### src/rtl/assert_macros.svh
// Assertion helpers shared by the RTL.
`ifndef ASSERT_MACROS_SVH
`define ASSERT_MACROS_SVH
`ifndef ASSERT_OFF
`define ASSERT_PROP(name, clk, rstn, prop) \
	name: assert property (@(posedge clk) disable iff (!rstn) prop) \
	else $error("assertion failed");
`define ASSERT_NEVER(name, clk, rstn, cond) \
	name: assert property (@(posedge clk) disable iff (!rstn) !(cond)) \
	else $error("forbidden condition seen");
`else
`define ASSERT_PROP(name, clk, rstn, prop)
`define ASSERT_NEVER(name, clk, rstn, cond)
`endif
`endif

### src/rtl/pcrk_pkg.sv
package pcrk_pkg;

	localparam int CAPTURE_BITS = 24;

	localparam logic [63:0] MEGA      = 64'd1000000;
	localparam logic [63:0] GIGA      = 64'd1000000000;
	localparam logic [63:0] TERA      = 64'd1000000000000;
	localparam logic [63:0] MEGA_SH8  = 64'd256000000;
	localparam logic [47:0] MASK48    = 48'hFFFF_FFFF_FFFF;

	localparam logic [25:0] CLOCK_HZ_RESET   = 26'd10000000;
	localparam logic [63:0] PROC_NOISE_RESET = 64'd15323000;
	localparam logic [63:0] MEAS_NOISE_RESET = 64'd768000000;
	localparam logic [47:0] TICK_RESET       = 48'd429496729600;

	typedef enum logic {
		OP_CAPTURE = 1'b0,
		OP_STAMP   = 1'b1
	} op_t;

	typedef enum logic [1:0] {
		REG_CLOCK_HZ      = 2'd0,
		REG_PROCESS_NOISE = 2'd1,
		REG_MEAS_NOISE    = 2'd2,
		REG_TIME_OFFSET   = 2'd3
	} reg_idx_t;

	typedef struct packed {
		logic start;
		logic is_div;
	} arith_req_t;

	typedef struct packed {
		logic busy;
		logic done;
	} arith_rsp_t;

endpackage

### src/rtl/pcrk_arith.sv
`include "assert_macros.svh"

// Shared shift-add multiplier (64x64) and restoring divider (128/128),
// one bit per cycle through a single 129-bit adder.
module pcrk_arith import pcrk_pkg::*; (
	input  logic         clk,
	input  logic         arst_n,
	input  arith_req_t   req,
	input  logic [127:0] a,
	input  logic [127:0] b,
	output arith_rsp_t   rsp,
	output logic [127:0] q,
	output logic [127:0] r
);

	localparam logic [6:0] MUL_LAST = 7'd63;
	localparam logic [6:0] DIV_LAST = 7'd127;

	logic         busy_q, div_q, done_q;
	logic [6:0]   cnt_q;
	logic [127:0] acc_q, num_q, b_q;
	logic [127:0] x, y;
	logic [128:0] sum;

	always_comb begin
		x   = div_q ? {acc_q[126:0], num_q[127]} : {acc_q[126:0], 1'b0};
		y   = div_q ? ~b_q : (num_q[127] ? b_q : '0);
		sum = {1'b0, x} + {1'b0, y} + {128'd0, div_q};
	end

	always_ff @(posedge clk or negedge arst_n) begin
		if (!arst_n) begin
			busy_q <= 1'b0;
			div_q  <= 1'b0;
			done_q <= 1'b0;
			cnt_q  <= '0;
		end else begin
			done_q <= 1'b0;
			if (req.start) begin
				busy_q <= 1'b1;
				div_q  <= req.is_div;
				cnt_q  <= req.is_div ? DIV_LAST : MUL_LAST;
			end else if (busy_q) begin
				if (cnt_q == '0) begin
					busy_q <= 1'b0;
					done_q <= 1'b1;
				end
				cnt_q <= cnt_q - 7'd1;
			end
		end
	end

	always_ff @(posedge clk) begin
		if (req.start) begin
			acc_q <= '0;
			num_q <= req.is_div ? a : {a[63:0], 64'd0};
			b_q   <= b;
		end else if (busy_q) begin
			if (div_q) begin
				acc_q <= sum[128] ? sum[127:0] : x;
				num_q <= {num_q[126:0], sum[128]};
			end else begin
				acc_q <= sum[127:0];
				num_q <= {num_q[126:0], 1'b0};
			end
		end
	end

	assign q        = div_q ? num_q : acc_q;
	assign r        = acc_q;
	assign rsp.busy = busy_q;
	assign rsp.done = done_q;

	`ASSERT_PROP(a_start_when_idle, clk, arst_n, req.start |-> !busy_q)
	`ASSERT_PROP(a_done_ends_run, clk, arst_n, done_q |-> $past(busy_q))
	`ASSERT_PROP(a_run_from_start, clk, arst_n, $rose(busy_q) |-> $past(req.start))

endmodule

### config.mk
export PLATFORM = sky130hd
export DESIGN_NAME = pcrk_arith
export DESIGN_NICKNAME = d
export VERILOG_FILES = /design/src/rtl/pcrk_pkg.sv /design/src/rtl/pcrk_arith.sv
export VERILOG_INCLUDE_DIRS = /design/src /design/src/rtl
export SDC_FILE = /design/constraint.sdc
export NUM_CORES = 1
export LEC_CHECK = 0
export BUFFER_PORTS_ARGS = -buffer_cell sky130_fd_sc_hd__buf_2
export CAP_MARGIN = 20
export CORE_MARGIN = 3
export CORE_UTILIZATION = 40
export CTS_BUF_LIST = sky130_fd_sc_hd__clkbuf_8 sky130_fd_sc_hd__clkbuf_16
export CTS_CLUSTER_DIAMETER = 50
export DETAILED_ROUTE_END_ITERATION = 8
export PLACE_DENSITY_LB_ADDON = 0.08
export SLEW_MARGIN = 20
export SYNTH_ARGS = -nofsm -noshare
export SYNTH_HDL_FRONTEND = slang
export SYNTH_SLANG_ARGS = --single-unit
export TNS_END_PERCENT = 1
### constraint.sdc
create_clock -name clk -period 4.7 [get_ports clk]
set_clock_uncertainty 0.2 [all_clocks]
set_input_delay 0.94 -clock clk [delete_from_list [all_inputs] [get_ports clk]]
set_output_delay 0.94 -clock clk [all_outputs]
set_load 0.01 [all_outputs]
==> results of run 1 <==
[flip-flops by register name, indices dropped and copies added, names as in the netlist]
| name | cells |
|---|---|
| r | 128 |
| busy_q | 1 |
| cnt_q | 7 |
| num_q | 128 |
| b_q | 128 |
| done_q | 1 |
| div_q | 1 |
[power breakdown]
part / switching (mW) / leakage [nW] / internal, mW
Combinational: 4.84 / 11.3 / 3.97
Clock: 1.68 / 0.923 / 2.41
Sequential: 0.897 / 3.81 / 4.31
[worst max-delay path, stage by stage, from the launching register on]
cell	delay, ps
dfrtp_4	520
nor2b_4	170
buf_12	160
buf_8	140
nand2_2	50
o21ai_2	60
ha_1	280
buf_6	140
buf_6	110
a41oi_2	140
o211ai_1	160
a221oi_2	260
buf_4	190
a31oi_4	50
a31oi_4	360
o31ai_4	130
a211o_4	380
buf_6	150
a21oi_4	180
buf_6	130
nor3_2	30
nor2_1	140
xor2_1	200
o22ai_1	110
[worst paths after layout]
| check | to | start |
|---|---|---|
| min reg2reg | cnt_q[1]$_DFFE_PN0P_ | cnt_q[1]$_DFFE_PN0P_ |
| min | b_q[92]$_DFFE_PP_ | b[92] |
| max in group asynchronous | busy_q$_DFF_PN0_ | arst_n |
| min in group asynchronous | div_q$_DFFE_PN0P_ | arst_n |
| max | r[101]$_SDFFE_PP0P_ | div_q$_DFFE_PN0P_ |
| max reg2reg | r[101]$_SDFFE_PP0P_ | div_q$_DFFE_PN0P_ |
[area by class of cell]
class,count,area [µm²]
Multi-Input combinational cell,2477,15700
Sequential cell,394,10500
Tap cell,864,1080
Clock buffer,60,1460
Fill cell,6302,30600
Inverter,120,459
Clock inverter,41,335
Timing Repair Buffer,966,6360
[Yosys cell counts, types with 62 or more instances]
cell type / n / area (µm²)
a21oi_1: 303 / 1520
a311oi_1: 96 / 841
clkbuf_1: 157 / 589
dfxtp_1: 128 / 2560
edfxtp_1: 256 / 7690
ha_1: 129 / 1610
inv_1: 119 / 447
mux2_2: 127 / 1430
mux2i_1: 67 / 671
nand2_1: 544 / 2040
nand4_1: 62 / 388
nor2_1: 285 / 1070
o21ai_0: 293 / 1470
xnor2_1: 73 / 639
[metal layers]
| metal | vias to the layer above | wire, µm | track usage |
|---|---|---|---|
| li1 | 13200 | - | - |
| met1 | 13400 | 52000 | 0.435 |
| met2 | 1073 | 55700 | 0.532 |
| met3 | 148 | 8470 | 0.0512 |
| met4 | 4 | 3310 | 0.0824 |
| met5 | - | 21 | 0 |
[repair_timing]
action | in CTS | in global routing
cloned | 0 | 3
pin swaps | 2 | 33
endpoints found under the hold margin | 10 | 0
buffers inserted | 2 | 17
hold buffers | 1 | 0
resized for setup | 10 | 98
endpoints found under the setup margin | 122 | 129
[through the flow]
stage | power [mW] | setup slack, ps | hold slack [ps] | cells | area (µm²)
global route | 19.1 | -114 | 269 | 4922 | 35900
global placement | 13.7 | -261 | 323 | 4798 | 33400
finish | 18.1 | 69.2 | 290 | 4922 | 35900
CTS | 17.9 | -39.6 | 258 | 4902 | 35300
detailed placement | 13.7 | -242 | 325 | 4798 | 33400
floorplan | 9.54 | -195 | 295 | 3211 | 27200
[logic make-up after synthesis]
group                    Yosys count  share of synthesized area
AO/OA/AOI/OAI                    987                      0.223
XOR/XNOR                         121                     0.0390
adder cells (fa/ha/maj)          131                     0.0609
buffers and inverters            340                     0.0502
flip-flops                       394                      0.386
multiplexers                     194                     0.0773
AND/OR/NAND/NOR                 1044                      0.163
==> impl_metrics.ini, run 1 <==
[setup_path]
start_kind = flop
timing_worst_setup_path_type = flop to flop
worstPathArrival_ps = 4890
cp_data_required_time_ps = 4950
critical_path.endpoint_type = flop
r2r.worst_path.cells = 23
reg2reg_slack_ps = 70
crit_fanout = 8

[global_route]
grt_pass1_vias = 26500
grt_first_pass_wirelength_mm = 172
antenna_found_initial = 6
grt_max_degree = 144
globalRouteOverflowTotal = 0
grtUsageTotal = 0.320

[min_path]
hold_depth = 1
hold_path.class = input pin to flop

[layout]
num-nets-final = 4404
drive_gt1_frac = 0.314
final_common_cell = nand2_1
mostFrequentLayoutCells = 543 x nand2_1, 515 x buf_2, 414 x buf_4
fin_util = 0.540
area_delta_synth_final_pct = 32.2
n_antenna_cell = 0

[power_and_ir_drop]
pwr_density_cell_nw_per_um2 = 504
ir_drop_v = 0.000282
p_leak_nw = 16.0

[job]
max_cap_violations = 0

[drt]
vias = 27900
vias_per_cell = 5.67
drc = 0
drt-initial-drc-count = 2433
first_pass_iters = 5
routed_wl_mm = 119
antenna_left = 0
routedWlPerCell_um = 24.3

[synthesis]
syn-cell-area_um2 = 27200
syn_area_per_cell_um2 = 8.46
postSynthCellCount = 3211
ys.warnings.count = 0
synth-edff-count = 256
synth_seq_cells = 394
async_flop_share = 0.0254
synth_fp_nets = 3602
ys.flop_type = edfxtp_1
synth_cell_types = 79
seq_area_frac_synth = 0.386

[timing]
setup-tns-final_ps = 0
fin_crit_ps = 4630
timing.fmax_mhz = 216
tightest_slew_ps = 983
fin_crit_sh = 0.985
hold_viol = 0
setup_violations = 0
slew_headroom = 0.345
rsz0062_at_grt = true
finalMaxSlewViolations = 0

[cts]
clk_latency_ps = 620
clock-sinks = 394
root_buffer = clkbuf_16
cts_made_buffers = 54
clk_pin_slew_ps = 60
clock_path_buffers = 3
htreeDepth = 2
tritoncts = yes

[place]
gp_congestion = 1.01
hpwl_mm = 95.1
numPortBuffers = 517

[floorplanning]
die_w_um = 267
die_area_um2 = 71100
start_util = 0.408
row_count = 94
die_y_um = 267
ioPinCount = 518
core_area_um2 = 66600

[status]
outcome = completed
Power figures use the tool's default switching activity.
==> inputs of run 2 (changes only) <==
Clock period 4.7 ns to 5 ns, I/O delays scaled along.
==> run 2 against run 1 <==
Net effect:
- clock power is essentially flat
- power is 8.6% lower
- non-clock buffer count shrank 182
- wire length down 0.72%
- largest cell class unchanged
- design area is 4.8% lower
==> impl_metrics.ini, run 2 (same netlist as run 1, synthesis figures left out) <==
[setup_path]
crit_path_top_delay_cell = dfrtp_4
critical_path.endpoint_type = flop
path_cells = nor2b_4 > buf_12 > buf_12 > nand2_1 > o21ai_0 > ha_1 > buf_4 > a21o_1 > a21o_1 > a221oi_2 > buf_4 > a21oi_1 > a31oi_4 > o221ai_1 > buf_4 > o2111ai_1 > nand2_1 > a31oi_2 > buf_4 > xnor2_1 > nand2_1 > a311oi_1
worst_path_most_repeated_cell = buf_4
timing_worst_setup_path_type = flop to flop
start_kind = flop
worstPathArrival_ps = 5180
cpPeakStageDelay_ps = 520
cp_data_required_time_ps = 5320
crit_fanout = 22

[cts]
clk_pin_slew_ps = 60
cts_made_buffers = 54
htreeDepth = 2
clock-sinks = 394
postCtsHoldBufs = 0
clock_path_buffers = 3
tritoncts = yes
root_buffer = clkbuf_16
clk_latency_ps = 620

[layout]
num-nets-final = 4222
drive_gt1_frac = 0.269
area_delta_synth_final_pct = 25.8
n_fill_cell = 6485
mostFrequentLayoutCells = 544 x nand2_1, 515 x buf_2, 301 x a21oi_1
final_common_cell = nand2_1

[power_and_ir_drop]
internal_power_mw = 9.73
p_leak_nw = 15.1
power_mw = 16.6
ir_drop_v = 0.000309
clkPwrFrac = 0.246
p_switching_mw = 6.82
combPwrFrac = 0.458
swShare = 0.412
power_frac_seq = 0.296
pwr_density_cell_nw_per_um2 = 484

[drt]
routedWlPerCell_um = 25.0
vias_per_cell = 5.78
routed_wl_mm = 119
antenna_left = 0
drt-initial-drc-count = 2607
first_pass_iters = 6
vias = 27400
drc = 0

[floorplanning]
die_w_um = 267
start_util = 0.408
ioPinCount = 518
row_count = 94
die_y_um = 267
die_area_um2 = 71100
core_area_um2 = 66600

[place]
hpwl_mm = 94.6
numPortBuffers = 517
gp_congestion = 1.01

[job]
max_cap_violations = 0

[timing]
fin_crit_sh = 0.972
fin_crit_ps = 4860
whs_ps = 69.9
setup-tns-final_ps = 0
slew_headroom = 0.328
timing.fmax_mhz = 206
hold_viol = 0
tightest_slew_ps = 1010
setup_violations = 0
finalMaxSlewViolations = 0

[min_path]
hold_path.class = input pin to async pin

[global_route]
grt_pass1_vias = 26700
globalRouteOverflowTotal = 0
grt_max_degree = 180
grtUsageTotal = 0.320
antenna_found_initial = 7
grt_first_pass_wirelength_mm = 172

[status]
outcome = completed
-- run 2: changes by cell type in the layout (fill, tap and decap cells not counted), sizes merged --
cell         change
buf            -179
bufinv           +3
clkbuf           +1
clkinvlp         +1
diode            +2
dlygate4sd3      -1
inv              -6
-- run 2: layout make-up --
cell class,count,area (µm²),area share
Multi-Input combinational cell,2477,15400,0.450
Sequential cell,394,10500,0.307
Timing Repair Buffer,784,4870,0.142
Clock buffer,63,1520,0.0445
Tap cell,864,1080,0.0316
Inverter,120,454,0.0133
Clock inverter,39,377,0.0110
Antenna cell,2,5.00,0.000146
-- run 2: what timing repair did --
item / in CTS / in global routing
endpoints found under the setup margin: 2 / 123
gates resized for setup: 1 / 16
buffers inserted: 0 / 5
cloned: 0 / 1
pin swaps: 0 / 4
-- run 2: critical path: cells and delay by family (launching register included) --
family	cells	cell delay, ps
fa+ha+maj	1	290
flops	1	520
buf+inv	6	1090
compound gates	10	2020
xor+xnor	1	110
simple gates	4	520
-- run 2: per-stage QoR --
step	setup slack, ps	area (µm²)	std cells	util
2_1_floorplan	105	27200	3211	-
3_3_place_gp	-6.76	32200	4633	0.483
3_5_place_dp	-11.2	32200	4633	0.483
4_1_cts	-6.36	34100	4735	0.512
5_1_grt	-16.8	34200	4741	0.514
6_report	142	34200	4743	0.514
-- run 2: worst paths after layout --
check                                         from                 end  slack (ps)  depth (start not counted)
worst max-delay path             div_q$_DFFE_PN0P_  r[93]$_SDFFE_PP0P_         140                         22
worst min-delay path                        arst_n    busy_q$_DFF_PN0_          70                          1
worst max register to register   div_q$_DFFE_PN0P_  r[93]$_SDFFE_PP0P_         140                         22
worst min register to register  r[85]$_SDFFE_PP0P_  r[85]$_SDFFE_PP0P_         350                          2
max in group asynchronous                   arst_n   div_q$_DFFE_PN0P_        4280                          1
min in group clk                r[85]$_SDFFE_PP0P_  r[85]$_SDFFE_PP0P_         350                          2
-- run 2: routing by layer --
layer | global-route usage | vias to the layer above | wire length (µm)
met5 | 0 | - | 26
met4 | 0.0990 | 4 | 3740
met3 | 0.0568 | 173 | 8820
met2 | 0.527 | 1129 | 54800
met1 | 0.429 | 13200 | 51200
li1 | - | 12900 | -
-- run 2: power by group through the flow --
stage | Combinational, mW | Sequential, mW | Clock [mW]
2_1_floorplan | 4.27 | 4.69 | 0
3_3_place_gp | 7.41 | 4.94 | 0
3_5_place_dp | 7.43 | 4.95 | 0
4_1_cts | 7.48 | 4.89 | 4.12
5_1_grt | 8.24 | 4.95 | 4.25
6_report | 7.58 | 4.91 | 4.07
